--- config.mk ---
export PLATFORM = sky130hd
export DESIGN_NAME = drx_profile_select_top
export DESIGN_NICKNAME = d
export VERILOG_FILES = /design/src/rtl/drxps_pkg.sv /design/src/rtl/drx_profile_select_top.sv
export SDC_FILE = /design/constraint.sdc
export NUM_CORES = 1
export LEC_CHECK = 0
export ABC_AREA = 1
export BUFFER_PORTS_ARGS = -buffer_cell sky130_fd_sc_hd__buf_2
export CORE_MARGIN = 3
export CORE_UTILIZATION = 45
export CTS_CLUSTER_SIZE = 24
export DETAILED_ROUTE_END_ITERATION = 10
export GPL_ROUTABILITY_DRIVEN = 0
export PLACE_DENSITY_LB_ADDON = 0.2
export SLEW_MARGIN = 20
export SYNTH_ARGS = -nofsm -noshare
export SYNTH_HDL_FRONTEND = slang
export SYNTH_SLANG_ARGS = --single-unit
--- constraint.sdc ---
create_clock -name clock -period 8.4 [get_ports clock]
set_clock_uncertainty 0.1 [all_clocks]
set_input_delay 0.84 -clock clock [delete_from_list [all_inputs] [get_ports clock]]
set_output_delay 0.84 -clock clock [all_outputs]
set_load 0.02 [all_outputs]
--- src/rtl/drxps_pkg.sv ---
// drx profile select package: tables, status codes, register indexes, stage types
// no dependencies; imported by drx_profile_select_top
package drxps_pkg;

   // result status codes
   typedef enum logic [2:0] {
      ST_CONFIGURED = 3'd0,
      ST_KEPT       = 3'd1,
      ST_RELEASED   = 3'd2,
      ST_FAILED     = 3'd3,
      ST_NO_CQI     = 3'd4
   } status_type;

   // configuration register indexes
   typedef enum logic [2:0] {
      REG_LC_GBR    = 3'd0,
      REG_LC_NONGBR = 3'd1,
      REG_INACT     = 3'd2,
      REG_RETX      = 3'd3,
      REG_CQI_PER   = 3'd4,
      REG_MIN_LC    = 3'd5,
      REG_OD_DIV    = 3'd6,
      REG_RI_BASE   = 3'd7
   } reg_idx_type;

   // number of pipeline stages
   localparam int NSTG = 6;

   // long cycle table, value = 2^exp, times five when the five flag is set
   localparam logic [11:0] LONG_VAL [16] = '{
      12'd10, 12'd20, 12'd32, 12'd40, 12'd64, 12'd80, 12'd128, 12'd160,
      12'd256, 12'd320, 12'd512, 12'd640, 12'd1024, 12'd1280, 12'd2048, 12'd2560};
   localparam logic [3:0] LONG_EXP [16] = '{
      4'd1, 4'd2, 4'd5, 4'd3, 4'd6, 4'd4, 4'd7, 4'd5,
      4'd8, 4'd6, 4'd9, 4'd7, 4'd10, 4'd8, 4'd11, 4'd9};
   localparam logic [15:0] LONG_FIVE = 16'b1010_1010_1010_1011;

   // on-duration table
   localparam logic [7:0] ONDUR_VAL [16] = '{
      8'd1, 8'd2, 8'd3, 8'd4, 8'd5, 8'd6, 8'd8, 8'd10,
      8'd20, 8'd30, 8'd40, 8'd50, 8'd60, 8'd80, 8'd100, 8'd200};

   // short cycle table, factored the same way as the long table
   localparam logic [9:0] SHORT_VAL [16] = '{
      10'd2, 10'd5, 10'd8, 10'd10, 10'd16, 10'd20, 10'd32, 10'd40,
      10'd64, 10'd80, 10'd128, 10'd160, 10'd256, 10'd320, 10'd512, 10'd640};
   localparam logic [3:0] SHORT_EXP [16] = '{
      4'd1, 4'd0, 4'd3, 4'd1, 4'd4, 4'd2, 4'd5, 4'd3,
      4'd6, 4'd4, 4'd7, 4'd5, 4'd8, 4'd6, 4'd9, 4'd7};
   localparam logic [15:0] SHORT_FIVE = 16'b1010_1010_1010_1010;

   // reciprocal of five, scaled by 2^18
   localparam logic [16:0] RECIP5 = 17'd52429;

   // divider partial state
   typedef struct packed {
      logic [8:0]  r;
      logic [11:0] n;
      logic [11:0] q;
   } div_type;

   // pipeline stage contents
   typedef struct packed {
      logic        done;
      status_type  status;
      status_type  fail_st;
      logic [11:0] cycle;
      logic [3:0]  lc_code;
      logic [3:0]  lc_exp;
      logic        lc_five;
      logic [7:0]  dvs;
      logic [11:0] ri_off;
      logic        ri_pres;
      logic [10:0] gap;
      logic        want_short;
      logic [11:0] y;
      logic [9:0]  mq;
      logic [11:0] rem_off;
      div_type     dv;
      logic [3:0]  od_code;
      logic [7:0]  odv;
      logic [11:0] offset;
      logic        s_pres;
      logic [3:0]  s_code;
      logic [10:0] s_rep;
   } itm_type;

endpackage

--- src/rtl/drx_profile_select_top.sv ---
// drx profile select top level: six-stage pipeline from request to response
// depends on drxps_pkg
//
// Usage
//  - req_ channel: one request per transfer, fields packed in req_tdata
//  - rsp_ channel: one response per request, in request order
//  - csr_ port: write registers only with no request in flight; not enforced
// Timing
//  - six register stages lie between the request transfer and the response
//    transfer; the response is driven from the last stage register
//  - one request per cycle sustained while the response side keeps up; the
//    on-duration divide by the programmable divisor is a restoring divider
//    spread four bits per stage over three stages, setting the pipeline depth
// Reset
//  - synchronous reset empties the pipeline and loads the register defaults
// Backpressure
//  - each stage holds while the one after it is full and stalled, so bubbles
//    are squeezed out and a request is still taken while the response waits
module drx_profile_select_top (
   input  logic        clock,
   input  logic        reset,
   input  logic        req_tvalid,
   output logic        req_tready,
   // qci_priority[3:0], has_cqi_resource[4], has_drx_resource[5],
   // current_long_cycle_code[9:6], ri_offset[21:10], ri_index_present[22],
   // ri_config_index[32:23], want_short_cycle[33], zero fill [39:34]
   input  logic [39:0] req_tdata,
   output logic        rsp_tvalid,
   input  logic        rsp_tready,
   // status[2:0], drx_enabled[3], long_cycle_code[7:4], on_duration_code[11:8],
   // start_offset[23:12], inactivity_code[28:24], retx_code[31:29],
   // short_present[32], short_cycle_code[36:33], short_cycle_repeat[47:37]
   output logic [47:0] rsp_tdata,
   input  logic        csr_we,
   input  logic [2:0]  csr_addr,
   input  logic [11:0] csr_wdata
);
   import drxps_pkg::*;

   // configuration registers
   logic [3:0]  lc_gbr_ff, lc_nongbr_ff;
   logic [4:0]  inact_ff;
   logic [2:0]  retx_ff;
   logic [11:0] cqi_per_ff, min_lc_ff;
   logic [7:0]  od_div_ff;
   logic [9:0]  ri_base_ff;

   always_ff @(posedge clock) begin
      if (reset) begin
         lc_gbr_ff    <= '0;
         lc_nongbr_ff <= '0;
         inact_ff     <= '0;
         retx_ff      <= '0;
         cqi_per_ff   <= 12'd40;
         min_lc_ff    <= 12'd10;
         od_div_ff    <= 8'd10;
         ri_base_ff   <= 10'd161;
      end else if (csr_we) begin
         unique case (reg_idx_type'(csr_addr))
            REG_LC_GBR:    lc_gbr_ff    <= csr_wdata[3:0];
            REG_LC_NONGBR: lc_nongbr_ff <= csr_wdata[3:0];
            REG_INACT:     inact_ff     <= csr_wdata[4:0];
            REG_RETX:      retx_ff      <= csr_wdata[2:0];
            REG_CQI_PER:   cqi_per_ff   <= csr_wdata;
            REG_MIN_LC:    min_lc_ff    <= csr_wdata;
            REG_OD_DIV:    od_div_ff    <= csr_wdata[7:0];
            REG_RI_BASE:   ri_base_ff   <= csr_wdata[9:0];
            default: ;
         endcase
      end
   end

   // four restoring divide steps
   function automatic div_type div4(div_type din, logic [7:0] d);
      div_type v;
      v = din;
      for (int j = 0; j < 4; j++) begin
         v.r = {v.r[7:0], v.n[11]};
         v.n = {v.n[10:0], 1'b0};
         if (v.r >= {1'b0, d}) begin
            v.r = v.r - {1'b0, d};
            v.q = {v.q[10:0], 1'b1};
         end else begin
            v.q = {v.q[10:0], 1'b0};
         end
      end
      return v;
   endfunction

   // pipeline registers
   itm_type    st_ff [NSTG];
   itm_type    st_in [NSTG];
   logic [NSTG-1:0] vld_ff;
   logic [NSTG-1:0] rdy;

   // per-stage ready: a stage moves when empty or when its successor moves
   always_comb begin
      rdy[NSTG-1] = !vld_ff[NSTG-1] || rsp_tready;
      for (int k = NSTG-2; k >= 0; k--) begin
         rdy[k] = !vld_ff[k] || rdy[k+1];
      end
   end
   assign req_tready = rdy[0];

   always_ff @(posedge clock) begin
      if (reset) begin
         vld_ff <= '0;
      end else begin
         if (rdy[0]) vld_ff[0] <= req_tvalid;
         for (int k = 1; k < NSTG; k++) begin
            if (rdy[k]) vld_ff[k] <= vld_ff[k-1];
         end
      end
   end

   always_ff @(posedge clock) begin
      if (rdy[0] && req_tvalid) st_ff[0] <= st_in[0];
      for (int k = 1; k < NSTG; k++) begin
         if (rdy[k] && vld_ff[k-1]) st_ff[k] <= st_in[k];
      end
   end

   // request fields
   logic [3:0]  q_prio, q_cur;
   logic        q_cqi, q_drx, q_pres, q_short;
   logic [11:0] q_rioff;
   logic [9:0]  q_riidx;
   assign q_prio  = req_tdata[3:0];
   assign q_cqi   = req_tdata[4];
   assign q_drx   = req_tdata[5];
   assign q_cur   = req_tdata[9:6];
   assign q_rioff = req_tdata[21:10];
   assign q_pres  = req_tdata[22];
   assign q_riidx = req_tdata[32:23];
   assign q_short = req_tdata[33];

   // stage 0: cycle choice, cap, keep and minimum checks, table lookup, ri gap
   always_comb begin
      logic [3:0]  code;
      logic [11:0] cyc;
      logic        hit;
      itm_type     s;
      s = '0;
      code = (q_prio >= 4'd1 && q_prio <= 4'd5) ? lc_gbr_ff : lc_nongbr_ff;
      cyc = LONG_VAL[code];
      if (cyc > cqi_per_ff) cyc = cqi_per_ff;
      hit = 1'b0;
      for (int i = 0; i < 16; i++) begin
         if (!hit && LONG_VAL[i] == cyc) begin
            hit = 1'b1;
            s.lc_code = 4'(i);
         end
      end
      s.fail_st    = q_drx ? ST_RELEASED : ST_FAILED;
      s.cycle      = cyc;
      s.lc_exp     = LONG_EXP[s.lc_code];
      s.lc_five    = LONG_FIVE[s.lc_code];
      s.dvs        = (od_div_ff == '0) ? 8'd1 : od_div_ff;
      s.ri_off     = q_rioff;
      s.ri_pres    = q_pres;
      s.gap        = 11'({1'b0, q_riidx} - {1'b0, ri_base_ff} + 11'd1);
      s.want_short = q_short;
      s.y          = q_rioff >> s.lc_exp;
      s.dv.n       = cyc;
      priority if (!q_cqi) begin
         s.done = 1'b1;  s.status = ST_NO_CQI;
      end else if (q_drx && cyc == LONG_VAL[q_cur]) begin
         s.done = 1'b1;  s.status = ST_KEPT;
      end else if (cyc < min_lc_ff || !hit || (q_pres && q_riidx < ri_base_ff)) begin
         s.done = 1'b1;  s.status = s.fail_st;
      end else begin
         s.done = 1'b0;  s.status = ST_CONFIGURED;
      end
      st_in[0] = s;
   end

   // stage 1: divide bits 11..8, offset quotient by five
   always_comb begin
      logic [28:0] prod;
      itm_type     s;
      s = st_ff[0];
      s.dv = div4(st_ff[0].dv, st_ff[0].dvs);
      prod = 29'(st_ff[0].y) * 29'(RECIP5);
      s.mq = prod[27:18];
      st_in[1] = s;
   end

   // stage 2: divide bits 7..4, remainder of ri offset by the cycle
   always_comb begin
      logic [11:0] mask, r5;
      itm_type     s;
      s = st_ff[1];
      s.dv = div4(st_ff[1].dv, st_ff[1].dvs);
      mask = (12'd1 << st_ff[1].lc_exp) - 12'd1;
      r5 = st_ff[1].y - 12'({st_ff[1].mq, 2'b00} + {2'b00, st_ff[1].mq});
      s.rem_off = st_ff[1].lc_five ?
                  ((12'(r5[2:0]) << st_ff[1].lc_exp) | (st_ff[1].ri_off & mask)) :
                  (st_ff[1].ri_off & mask);
      st_in[2] = s;
   end

   // stage 3: divide bits 3..0
   always_comb begin
      itm_type s;
      s = st_ff[2];
      s.dv = div4(st_ff[2].dv, st_ff[2].dvs);
      st_in[3] = s;
   end

   // stage 4: on-duration rounding, fit check, start offset
   always_comb begin
      logic [11:0] ond;
      logic        hit;
      itm_type     s;
      s = st_ff[3];
      ond = (st_ff[3].ri_pres && 12'(st_ff[3].gap) >= st_ff[3].dv.q) ?
            12'(st_ff[3].gap) : st_ff[3].dv.q;
      hit = 1'b0;
      s.od_code = '0;
      for (int i = 0; i < 16; i++) begin
         if (!hit && 12'(ONDUR_VAL[i]) >= ond) begin
            hit = 1'b1;
            s.od_code = 4'(i);
         end
      end
      s.odv = ONDUR_VAL[s.od_code];
      if (!st_ff[3].done && (!hit || 12'(s.odv) >= st_ff[3].cycle)) begin
         s.done = 1'b1;
         s.status = st_ff[3].fail_st;
      end
      if (s.odv > 8'd2)
         s.offset = (st_ff[3].rem_off == '0) ? st_ff[3].cycle - 12'd1
                                             : st_ff[3].rem_off - 12'd1;
      else
         s.offset = st_ff[3].rem_off;
      st_in[4] = s;
   end

   // stage 5: first short cycle that divides the long cycle and fits
   always_comb begin
      logic [3:0]  sh;
      logic        f5;
      logic [10:0] base;
      itm_type     s;
      s = st_ff[4];
      s.s_pres = 1'b0;
      s.s_code = '0;
      sh = '0;
      f5 = 1'b0;
      for (int i = 0; i < 16; i++) begin
         if (!s.s_pres && st_ff[4].want_short
             && {2'b00, SHORT_VAL[i]} > {4'b0, st_ff[4].odv}
             && {2'b00, SHORT_VAL[i]} < st_ff[4].cycle
             && SHORT_EXP[i] <= st_ff[4].lc_exp
             && !(SHORT_FIVE[i] && !st_ff[4].lc_five)
             && {1'b0, SHORT_VAL[i]} >= {2'b00, st_ff[4].odv, 1'b0}) begin
            s.s_pres = 1'b1;
            s.s_code = 4'(i);
            sh = st_ff[4].lc_exp - SHORT_EXP[i];
            f5 = st_ff[4].lc_five && !SHORT_FIVE[i];
         end
      end
      base = 11'd1 << sh;
      s.s_rep = !s.s_pres ? 11'd0 : (f5 ? 11'({base, 2'b00} + {2'b00, base}) : base);
      st_in[5] = s;
   end

   // response packing
   itm_type o;
   assign o = st_ff[NSTG-1];
   assign rsp_tvalid = vld_ff[NSTG-1];
   assign rsp_tdata = o.done ? {45'd0, o.status} :
                      {o.s_rep, o.s_code, o.s_pres, retx_ff, inact_ff, o.offset,
                       o.od_code, o.lc_code, 1'b1, ST_CONFIGURED};

   // checks on the configured profile
   a_od_below_cycle: assert property (@(posedge clock) disable iff (reset)
      rsp_tvalid && rsp_tdata[2:0] == ST_CONFIGURED |->
         12'(ONDUR_VAL[rsp_tdata[11:8]]) < LONG_VAL[rsp_tdata[7:4]])
      else $error("on-duration not below long cycle");

   a_offset_in_cycle: assert property (@(posedge clock) disable iff (reset)
      rsp_tvalid && rsp_tdata[2:0] == ST_CONFIGURED |->
         rsp_tdata[23:12] < LONG_VAL[rsp_tdata[7:4]])
      else $error("start offset outside long cycle");

   a_short_fits: assert property (@(posedge clock) disable iff (reset)
      rsp_tvalid && rsp_tdata[2:0] == ST_CONFIGURED && rsp_tdata[32] |->
         {1'b0, SHORT_VAL[rsp_tdata[36:33]]} >= {2'b00, ONDUR_VAL[rsp_tdata[11:8]], 1'b0}
         && rsp_tdata[47:37] != 11'd0)
      else $error("short cycle leaves too little sleep");

endmodule

### Word level (Yosys, flattened, before mapping)

Memories as Yosys holds them, arrays and structs flattened.
Cells that the tools add are included.

* flip-flop bits (word level): 64
* RAM bits: 1008
* memory bits (read-only): 592
* input bits: 60
* output and inout bits: 50
* logic and storage cells: 543
* memories kept: 6

* add/subtract/negate cells: 29
* $mul: 1
* $lt $le $gt $ge: 93
* eq/ne operators: 24
* shift-type cells: 4
* mux-type cells: 170
* bitwise logic cells: 6
* reductions and logical operators: 196

Memories
* st_ff: depth 6, bits a word 168, rd ports 6, clocked after Yosys merged registers in 0, write ports 6, line drx_profile_select_top.sv:91 `itm_type st_ff [NSTG];`
* (no name shown): depth 16, bits a word 12, rd ports 1, clocked after Yosys merged registers in 0, write ports 0, line drx_profile_select_top.sv:167 `end else if (q_drx && cyc == LONG_VAL[q_cur]) begin`
* (no name shown): depth 16, bits a word 12, rd ports 1, clocked after Yosys merged registers in 0, write ports 0, line drx_profile_select_top.sv:145 `cyc = LONG_VAL[code];`
* (no name shown): depth 16, bits a word 8, rd ports 1, clocked after Yosys merged registers in 0, write ports 0, line drx_profile_select_top.sv:226 `s.odv = ONDUR_VAL[s.od_code];`
* (no name shown): depth 16, bits a word 4, rd ports 1, clocked after Yosys merged registers in 0, write ports 0, line drx_profile_select_top.sv:156 `s.lc_exp = LONG_EXP[s.lc_code];`
* (no name shown): depth 16, bits a word 1, rd ports 1, clocked after Yosys merged registers in 0, write ports 0, line drx_profile_select_top.sv:157 `s.lc_five = LONG_FIVE[s.lc_code];`

Operators by type and width (count)
* $mux W4: 51
* $logic_and A1 B1 Y1: 122
* $ge A9 B8 Y1: 12
* $mux W12: 9
* $mux W8: 12
* $mux W5: 16
* $mux W1: 76
* $sub A8 B8 Y8: 9
* $logic_not A1 Y1: 54
* $mux W48: 1
* $ge A3 B12 Y1 const A: 3
* $ge A6 B12 Y1 const A: 3
* $sub A12 B1 Y12 const B: 3
* $mul A12 B16 Y28 const B: 1
* $mux W9: 3
* $sub A9 B8 Y9: 3
* $eq A10 B12 Y1 const A: 2
* $eq A11 B12 Y1 const A: 2
* $eq A12 B12 Y1 const A: 2
* $eq A6 B12 Y1 const A: 2
* $eq A7 B12 Y1 const A: 2
* $eq A8 B12 Y1 const A: 2
* $eq A9 B12 Y1 const A: 2
* $ge A2 B12 Y1 const A: 2
* other kinds (71): 129

### Longest topological paths before layout

Gate-level depths: netlist of run 1.
An unclocked memory read counts as a cell.

* word-level depth: 118
* gate-level depth with buffers: 60
* gate-level depth less buffers: 57

### Least setup slack after synthesis of run 1

Ideal clock, no wire load.

* path kind: flip-flop to flip-flop
* from: memory st_ff[1][133] (netlist bit)
* to: memory st_ff[2][68] (netlist bit), data pin
* setup time: 261 ps
* arrival time: 8129 ps
* data required time: 8039 ps
* setup slack: -90 ps
* cell stages (with the launch flop): 59
* path buffers: 3
* period minus slack after synthesis: 8490 ps
* cells stage by stage: edfxtp_1 > inv_1 > ha_1 > inv_1 > o31ai_2 > a21oi_1 > o21ai_1 > nand2_1 > nand2_1 > a21oi_1 > or2_1 > nand2_2 > clkbuf_1 > mux2_2 > ha_1 > a21oi_1 > nand2_1 > a21oi_1 > [23 not listed] > nand2_1 > nand2_1 > ha_1 > a21oi_1 > o21ai_0 > a21oi_1 > inv_1 > a21oi_1 > inv_1 > a21oi_1 > nor2_1 > nor2_1 > inv_1 > a211oi_1 > nand2_1 > inv_2 > buf_2 > o21ai_0

RTL lines (line)
* start: declaration: drx_profile_select_top.sv:91

==> results of run 1 <==
critical path: cells and delay by family (launching register included):
family	cells	cell delay (ns)
AO/OA/AOI/OAI	23	3.27
adder cells (fa/ha/maj)	4	1.10
buffers and inverters	7	0.58
flip-flops	1	0.43
multiplexers	1	0.38
AND/OR/NAND/NOR	19	1.69
kinds of logic after synthesis:
| group | count (synthesis) | share of synthesized area (%) |
|---|---|---|
| xor gates and xnor gates | 90 | 2.84 |
| DFF | 440 | 45.3 |
| buffers and inverters | 603 | 8.36 |
| AOI/OAI and AO/OA | 478 | 9.87 |
| adders and majority gates | 295 | 14.8 |
| and+or+nand+nor | 1161 | 18.8 |
| muxes | 2 | 0.0811 |
cell usage after synthesis (all sizes together) (54+ instances only):
cell	number	share of area, %
nand2	557	8.0
inv	549	7.4
edfxtp	376	41
nor2	323	4.7
ha	241	11
o21ai	220	4.1
a21oi	162	2.9
nand3	157	3.0
dfxtp	64	4.6
xor2	56	1.8
nand4	55	1.4
fa	54	3.9
final cells by class:
| cell class | instances | area (µm²) |
|---|---|---|
| diodes | 1 | 2.50 |
| clock buffers | 60 | 1270 |
| clock inverters | 26 | 268 |
| fillers | 5443 | 29600 |
| inverters | 554 | 2090 |
| multi-input cells | 2026 | 13000 |
| flip-flops and latches | 440 | 12600 |
| well taps | 782 | 978 |
| repair buffers | 153 | 895 |
| repair inverters | 1 | 7.51 |
timing repair:
action / in CTS / in global routing
gates resized for setup: 0 / 43
setup buffers: 0 / 10
endpoints found under the setup margin: 0 / 19
worst max-delay path by stage:
stage | start | to | slack (ns) | depth (start not counted)
final | st_ff[1][64]$_DFFE_PP_ | st_ff[2][69]$_DFFE_PP_ | 0.64 | 54
after detailed placement | st_ff[1][133]$_DFFE_PP_ | st_ff[2][68]$_DFFE_PP_ | 0.07 | 54
after floorplan | st_ff[1][133]$_DFFE_PP_ | st_ff[2][68]$_DFFE_PP_ | 0.01 | 58
after global routing | st_ff[2][134]$_DFFE_PP_ | st_ff[3][40]$_DFFE_PP_ | -0.1 | 51
after CTS | st_ff[1][133]$_DFFE_PP_ | st_ff[2][71]$_DFFE_PP_ | 0.04 | 54
after global placement | st_ff[1][133]$_DFFE_PP_ | st_ff[2][71]$_DFFE_PP_ | 0.16 | 54
stage by stage:
step | setup WS (ns) | std cells
3_5_place_dp | 0.0699 | 3945
6_report | 0.642 | 4043
3_3_place_gp | 0.161 | 3945
5_1_grt | -0.0954 | 4043
2_1_floorplan | 0.0103 | 3069
4_1_cts | 0.0353 | 4031
layout by cell type, fill, tap and decap left out, types with 12 or more instances in the layout:
master	instances
o21ai_2	12
xnor2_1	34
a21oi_1	154
nand2_2	40
o21bai_1	12
nor3_1	27
nor2_2	16
buf_4	49
xor2_1	56
o21ai_1	37
o21ai_0	169
edfxtp_1	376
dfxtp_1	64
fa_1	54
clkbuf_16	48
nand2_1	511
inv_1	520
nand3_1	146
buf_2	103
ha_1	239
nand4_1	51
nor2_1	297
inv_2	27
o211ai_1	13
routing by layer:
layer	GRT usage, %	vias to the layer above
li1	-	10500
met1	25.6	9742
met2	32.4	570
met3	2.73	129
met4	6.52	0
met5	0	-
power by group through the flow:
stage,Sequential [W],Clock (W),Combinational [W]
after floorplan,0.00279,0,0.00423
after global placement,0.00283,0,0.00550
after detailed placement,0.00283,0,0.00576
after CTS,0.00278,0.00212,0.00583
after global routing,0.00280,0.00220,0.00687
final,0.00278,0.00205,0.00598
flip-flops by register name, summed over array words and instances, names as in the netlist:
| signal | flops |
|---|---|
| st_ff | 376 |
| retx_ff | 3 |
| ri_base_ff | 10 |
| od_div_ff | 8 |
| lc_nongbr_ff | 4 |
| cqi_per_ff | 12 |
| inact_ff | 5 |
| lc_gbr_ff | 4 |
| min_lc_ff | 12 |
| vld_ff | 6 |
==> flow_summary_export.csv, run 1 <==
group,metric,value,unit
global_routing,grt_max_degree,78,
outcome,outcome,"finished, final reports clean",
global_routing,grt_pass1_wl,101,mm
timing,hold_viol,0,
timing,rsz0062_at_grt,"yes",
worst_setup_path,reg2reg_from,"st_ff[1][64]$_DFFE_PP_",
yosys,synth_area,27800,µm²
timing,tightestPinTransition,0.974,ns
pwr,vdd_drop_max,1.17,mV
worst_setup_path,critPathRequiredTime,8.71,ns
timing,tns,0,ns
worst_setup_path,r2r_slack,0.64,ns
worst_setup_path,worst-path-max-fanout,5,
pwr,intPower,0.00635,W
floorplanning,coreArea,60700,µm²
cts,cts_tree,"yes",
worst_setup_path,critical_path_class,"register to register",
yosys,ys_seq_elements,440,
place,place.detailed.hpwl,48.2,mm
place,placed_area,29300,µm²
worst_hold_path,hold_start,"st_ff[1][161]$_DFFE_PP_",
place,port_buffers,103,
pwr,seqPwrFrac,25.7,%
layout,area_growth,12.0,%
pwr,power,0.0108,W
pwr,power_frac_comb,55.3,%
global_routing,grt_pass1_vias,20200,
yosys,yosysWarningCount,0,
global_routing,grt_overflow,0,
pwr,p_clk_share,19.0,%
cts,clockRootBuffer,"clkbuf_16",
cts,clock_sinks,440,
yosys,async_flop_share,0,%
routing,top_layer_used,"met4",
global_routing,antenna_found_initial,1,
cts,h-tree-depth,2,
worst_setup_path,cp_common_cell,"a21oi_1",
pwr,power_density,348,nW/µm²
cts,cts_buffers,47,
routing,wl_per_cell,15.5,µm
layout,final_area,31100,µm²
floorplanning,start_util,45.7,%
worst_setup_path,r2r_cells,54,
timing,relSlewSlack,35.1,%
yosys,yosys_most_used_dff,"edfxtp_1",
worst_setup_path,cpMaxStageDelayCell,"edfxtp_1",
yosys,syn_area_per_cell,9.05,µm²
routing,firstDrtPassIters,6,
run,maxCapViolCount,0,
layout,nets,3578,
worst_setup_path,end_kind,"register",
timing,fmax,0.129,GHz
worst_hold_path,min_to,"st_ff[2][161]$_DFFE_PP_",
timing,finalCritPeriodShare,92.4,%
floorplanning,num_rows,90,
yosys,syn_inst,3069,
yosys,yosysSeqAreaShare,45.3,%
timing,setup_viol,0,
yosys,synth_fp_nets,3424,
worst_setup_path,worst_ep_arrival_time,8.07,ns
pwr,p_switching,0.00446,W
floorplanning,die_w,254,µm
layout,drive_above_1_share,12.0,%
timing,hold_ws,0.303,ns
routing,drt_iter0_drc,1284,
yosys,synth_cell_types,68,
routing,routedLengthMet1,28.1,mm
routing,vias,21000,
cts,clock_latency,0.59,ns
pwr,swShare,41.3,%
pwr,p_leak,14.2,nW
worst_setup_path,critPathLaunchType,"register",
floorplanning,ios,110,
routing,final_antenna_net_count,0,
routing,drc,0,
floorplanning,dieArea,64700,µm²
layout,final_util,51.2,%
floorplanning,fp.dieH,254,µm
routing,routed_via_density,5.19,
cts,cts_buffer_depth,3,
routing,wl,62.6,mm
yosys,synth_edf_count,376,
routing,met2_length,29.5,mm
global_routing,grt_usage,19.2,%
worst_hold_path,whs_path_depth,0,
worst_setup_path,critPathMaxStageDelay,0.43,ns
worst_setup_path,r2r-end,"st_ff[2][69]$_DFFE_PP_",
worst_hold_path,hp-class,"register to register",
timing,finalMaxSlewViolations,0,
cts,cts-hold-fix-buffers,0,
cts,cts.clk_slew.worst_paths,0.06,ns
routing,dr_wl_met3,3.13,mm
timing,min_period,7.76,ns
Power figures use the tool's default switching activity.
==> inputs of run 2 (changes only) <==
Settings changed: SKIP_CTS_REPAIR_TIMING from default to 1.
Clock period 8.4 ns to 6.99 ns, I/O delays scaled along.
==> run 2 against run 1 <==
Effect of this change:
- the flow now finishes with violations (negative setup slack)
- clock power rose by 25%
- sequential power rose by 21%
- worst setup slack got worse by 1.3 ns
- critical path type unchanged
- largest cell class unchanged
==> flow_summary_export.csv, run 2 (synthesized netlist as in run 1, its figures left out) <==
group,metric,value,unit
routing,final_antenna_net_count,0,
pwr,swShare,40.0,%
cts,clockRootBuffer,"clkbuf_16",
timing,finalMaxSlewViolations,0,
layout,fill_cells,5341,
floorplanning,dieArea,64700,µm²
worst_setup_path,worst_ep_arrival_time,7.97,ns
floorplanning,fp.dieH,254,µm
place,port_buffers,103,
global_routing,grt_usage,19.6,%
layout,nets,3754,
cts,cts.clk_slew.worst_paths,0.06,ns
timing,hold_viol,0,
worst_setup_path,critPathMaxStageDelay,0.41,ns
pwr,p_clk_share,18.7,%
worst_setup_path,end_kind,"register",
place,place.detailed.hpwl,49.7,mm
worst_setup_path,cp_common_cell,"a21oi_2",
floorplanning,ios,110,
global_routing,grt_pass1_vias,21400,
worst_setup_path,cpMaxStageDelayCell,"edfxtp_1",
layout,largest_register_ffs,376,
routing,drc,0,
cts,cts_buffers,50,
layout,final_util,54.5,%
global_routing,grt_pass1_wl,103,mm
global_routing,antenna_found_initial,1,
worst_setup_path,critical_path_class,"register to register",
routing,wl_per_cell,15.3,µm
global_routing,grt_overflow,0,
layout,largestRegisters,"st_ff: 376 flops, cqi_per_ff: 12 flops, min_lc_ff: 12 flops",
layout,layout_commonest_cell,"inv_1",
outcome,outcome,"finished, violations left",
layout,final-seq-area,12600,µm²
layout,drive_above_1_share,19.7,%
timing,rsz0062_at_grt,"yes",
pwr,p_switching,0.00549,W
floorplanning,num_rows,90,
cts,clock_latency,0.58,ns
place,placed_area,30600,µm²
layout,multi_input_area,13500,µm²
layout,final_area,33100,µm²
timing,tightestPinTransition,1.06,ns
layout,area_growth,19.1,%
routing,drt_iter0_drc,1490,
pwr,p_leak,15.2,nW
place,preCtsSetupSlack,-0.798,ns
layout,regMostFlops,"st_ff",
run,maxCapViolCount,0,
routing,routed_via_density,5.16,
cts,h-tree-depth,2,
timing,finalCritPeriodShare,109,%
timing,min_period,7.65,ns
routing,vias,21800,
pwr,power,0.0137,W
timing,fmax,0.131,GHz
worst_hold_path,hp-class,"primary input to register",
routing,wl,64.8,mm
pwr,power_density,415,nW/µm²
cts,cts_buffer_depth,3,
routing,firstDrtPassIters,5,
cts,clock_sinks,440,
cts,cts_tree,"yes",
global_routing,grt_max_degree,78,
pwr,seqPwrFrac,24.4,%
pwr,vdd_drop_max,1.51,mV
worst_setup_path,critPathRequiredTime,7.31,ns
floorplanning,coreArea,60700,µm²
outcome,violations,"negative setup slack",
timing,setup_viol,12,
worst_setup_path,critPathLaunchType,"register",
layout,layout_common_cells,"inv_1 (507), nand2_1 (491), edfxtp_1 (376)",
floorplanning,die_w,254,µm
timing,setup_ws,-0.659,ns
worst_setup_path,r2r_cells,58,
floorplanning,start_util,45.7,%
worst_setup_path,worst-path-max-fanout,7,
pwr,power_frac_comb,56.9,%
timing,relSlewSlack,28.7,%
worst_hold_path,whs_path_depth,1,
pwr,intPower,0.00823,W
## run 2: cell type report
type	instances	area share, %
flip-flops and latches	440	38.0
repair inverters	2	0.0454
repair buffers	325	6.78
inverters	554	6.35
clock buffers	58	3.94
multi-input cells	2026	40.9
well taps	782	2.96
diodes	1	0.00757
clock inverters	31	0.961
## run 2: worst paths after layout
check | startpoint | endpoint | slack, ns
worst min-delay path | req_tdata[33] | st_ff[0][107]$_DFFE_PP_ | 0.21
worst max register to register | st_ff[1][134]$_DFFE_PP_ | st_ff[2][71]$_DFFE_PP_ | -0.66
worst max-delay path | st_ff[1][134]$_DFFE_PP_ | st_ff[2][71]$_DFFE_PP_ | -0.66
worst min register to register | st_ff[2][167]$_DFFE_PP_ | st_ff[3][167]$_DFFE_PP_ | 0.31
## run 2: power groups by stage
stage | clock network (W) | registers (W) | logic, W
finish | 0.00257 | 0.00335 | 0.00780
global route | 0.00274 | 0.00336 | 0.00894
CTS | 0.00263 | 0.00335 | 0.00744
detailed placement | 0 | 0.00340 | 0.00738
global placement | 0 | 0.00340 | 0.00704
floorplan | 0 | 0.00335 | 0.00520
## run 2: routing by layer
layer  wire length, µm  up-vias  part of all wire, %  track usage [%]
li1                  -    10900                    -                -
met1             28500    10200                   44             25.5
met2             30700      554                   47             33.2
met3              3260      135                  5.0             2.64
met4              2260        0                  3.5             8.04
met5                 0        -                    0                0
## run 2: stage by stage
stage | hold slack, ns | instances | TNS (ns)
global placement | 0.302 | 4093 | -4.71
CTS | 0.170 | 4182 | -8.58
finish | 0.205 | 4219 | -5.65
detailed placement | 0.305 | 4093 | -8.12
floorplan | 0.300 | 3069 | -5.83
global route | 0.177 | 4218 | -14.06
## run 2: critical path, delay by kind of cell, from the launching register on
family | cells | cell delay, ns
flops | 1 | 0.41
buf+inv | 9 | 0.94
simple gates | 23 | 2.05
fa+ha+maj | 4 | 0.99
compound gates | 22 | 3.02
==> inputs of run 3 (changes only) <==
Settings changed: BUFFER_PORTS_ARGS -buffer_cell sky130_fd_sc_hd__buf_2 to -buffer_cell sky130_fd_sc_hd__buf_4, CORE_ASPECT_RATIO from default to 1.1.
==> run 3 against run 2 <==
Effect of this change:
- largest power group unchanged
- via count is 0.47% lower
- clock power hardly changed
- die area hardly changed
- sequential share of layout area is 0.35 points lower
- routed wire length is 0.72% lower
- the flow still finishes with violations (negative setup slack)
- final area is 0.93% higher
- combinational power is 2% higher
- register-to-register slack better by 0.02 ns
- sequential power hardly changed
- utilization is 0.73 points higher
==> flow_summary_export.csv, run 3 (synthesized netlist as in run 1, its figures left out) <==
group,metric,value,unit
timing,finalMaxSlewViolations,0,
pwr,vdd_drop_max,2.12,mV
global_routing,grtUsageMet3,2.58,%
global_routing,grt_usage,19.4,%
global_routing,use_met1,25.0,%
cts,clockRootBuffer,"clkbuf_16",
routing,drc,0,
layout,largest_register_ffs,376,
worst_setup_path,critPathRequiredTime,7.22,ns
global_routing,grt_pass1_vias,21100,
layout,final_util,55.2,%
worst_setup_path,end_kind,"register",
timing,setup_viol,9,
floorplanning,start_util,45.9,%
floorplanning,dieArea,64700,µm²
layout,fill_cells,5336,
worst_setup_path,critPathLaunchType,"register",
floorplanning,fp.dieH,267,µm
routing,wl,64.3,mm
worst_setup_path,startpoint,"st_ff[1][64]$_DFFE_PP_",
layout,nets,3753,
cts,clock_latency,0.58,ns
floorplanning,num_rows,94,
place,port_buffers,103,
timing,rsz0062_at_grt,"yes",
routing,vias,21700,
timing,tightestPinTransition,0.951,ns
routing,firstDrtPassIters,6,
timing,hold_ws,0.222,ns
timing,relSlewSlack,36.6,%
timing,fmax,0.131,GHz
worst_setup_path,critical_path_class,"register to register",
floorplanning,ios,110,
layout,largestRegisters,"st_ff: 376 flops, cqi_per_ff: 12 flops, min_lc_ff: 12 flops",
cts,cts.clk_slew.worst_paths,0.06,ns
cts,clock_sinks,440,
timing,finalCritPeriodShare,109,%
worst_hold_path,hp-class,"primary input to register",
layout,regMostFlops,"st_ff",
timing,setup_ws,-0.640,ns
global_routing,grt_overflow,0,
cts,h-tree-depth,2,
global_routing,grt_pass1_wl,104,mm
timing,min_period,7.63,ns
routing,wl_per_cell,15.1,µm
worst_setup_path,critPathMaxStageDelay,0.43,ns
global_routing,grt_max_degree,78,
cts,cts_buffer_depth,3,
outcome,violations,"negative setup slack",
routing,drt_iter0_drc,1323,
place,preCtsSetupSlack,-0.717,ns
worst_setup_path,cp_common_cell,"a21oi_2",
run,maxCapViolCount,0,
layout,layout_commonest_cell,"inv_1",
timing,hold_viol,0,
worst_setup_path,cpMaxStageDelayCell,"edfxtp_1",
global_routing,antenna_found_initial,0,
floorplanning,die_w,243,µm
cts,cts_tree,"yes",
layout,area_growth,20.2,%
layout,layout_common_cells,"inv_1 (509), nand2_1 (486), edfxtp_1 (376)",
layout,final_area,33400,µm²
outcome,outcome,"finished, violations left",
floorplanning,coreArea,60500,µm²
worst_setup_path,worst_ep_arrival_time,7.86,ns
worst_setup_path,reg2reg_from,"st_ff[1][64]$_DFFE_PP_",
layout,n_antenna_cell,0,
routing,routed_via_density,5.09,
place,place.detailed.hpwl,49.3,mm
cts,cts_buffers,47,
worst_hold_path,hold_start,"req_tdata[33]",
pwr,power_density,416,nW/µm²
worst_setup_path,worst-path-max-fanout,7,
layout,drive_above_1_share,19.8,%
global_routing,use_met2,34.2,%
place,placed_area,30900,µm²
routing,final_antenna_net_count,0,
global_routing,grt.busiest_layer,"met2",
pwr,p_leak,15.3,nW
==> run 3: critical path: cells and delay by family, from the launching register on <==
family / cells / cell delay [ns]
fa+ha+maj: 4 / 0.97
mux: 1 / 0.33
buf+inv: 7 / 0.61
simple gates: 19 / 1.85
compound gates: 23 / 3.05
flops: 1 / 0.43
==> run 3: where the power goes <==
group | leakage, nW | total, W | switching, W | internal [W]
Sequential | 4.02 | 0.00334 | 0.000115 | 0.00323
Combinational | 10.5 | 0.00799 | 0.00443 | 0.00356
Clock | 0.770 | 0.00256 | 0.00105 | 0.00151
Total | 15.3 | 0.0139 | 0.00559 | 0.00830
==> run 3: final timing paths <==
check | end | slack (ns) | cells past startpoint
worst min-delay path | st_ff[0][107]$_DFFE_PP_ | 0.22 | 1
worst max register to register | st_ff[2][66]$_DFFE_PP_ | -0.64 | 54
worst min register to register | st_ff[1][165]$_DFFE_PP_ | 0.30 | 0
worst max-delay path | st_ff[2][66]$_DFFE_PP_ | -0.64 | 54
==> run 3: routing by layer <==
layer | up-vias | wire length, µm
met5 | - | 0
met4 | 0 | 2000
met3 | 146 | 3330
met2 | 588 | 31200
met1 | 10000 | 27700
li1 | 10900 | -
==> run 3: metrics by stage <==
step                      instances  total power, W  setup TNS [ns]
after global routing           4252          0.0153          -14.36
after global placement         4129          0.0105           -5.01
after floorplan                3069         0.00855           -5.83
after detailed placement       4129          0.0108           -8.32
final                          4252          0.0139           -5.38
after CTS                      4216          0.0134           -8.81
==> run 3: cell type report <==
class / instances / area, µm² / area share (%)
tap: 816 / 1020 / 3.06
multi-input combinational: 2026 / 13600 / 40.6
clock buffer: 54 / 1240 / 3.73
sequential: 440 / 12600 / 37.7
timing repair inverter: 2 / 15.0 / 0.0450
inverter: 554 / 2100 / 6.30
clock inverter: 33 / 353 / 1.06
timing repair buffer: 327 / 2510 / 7.51
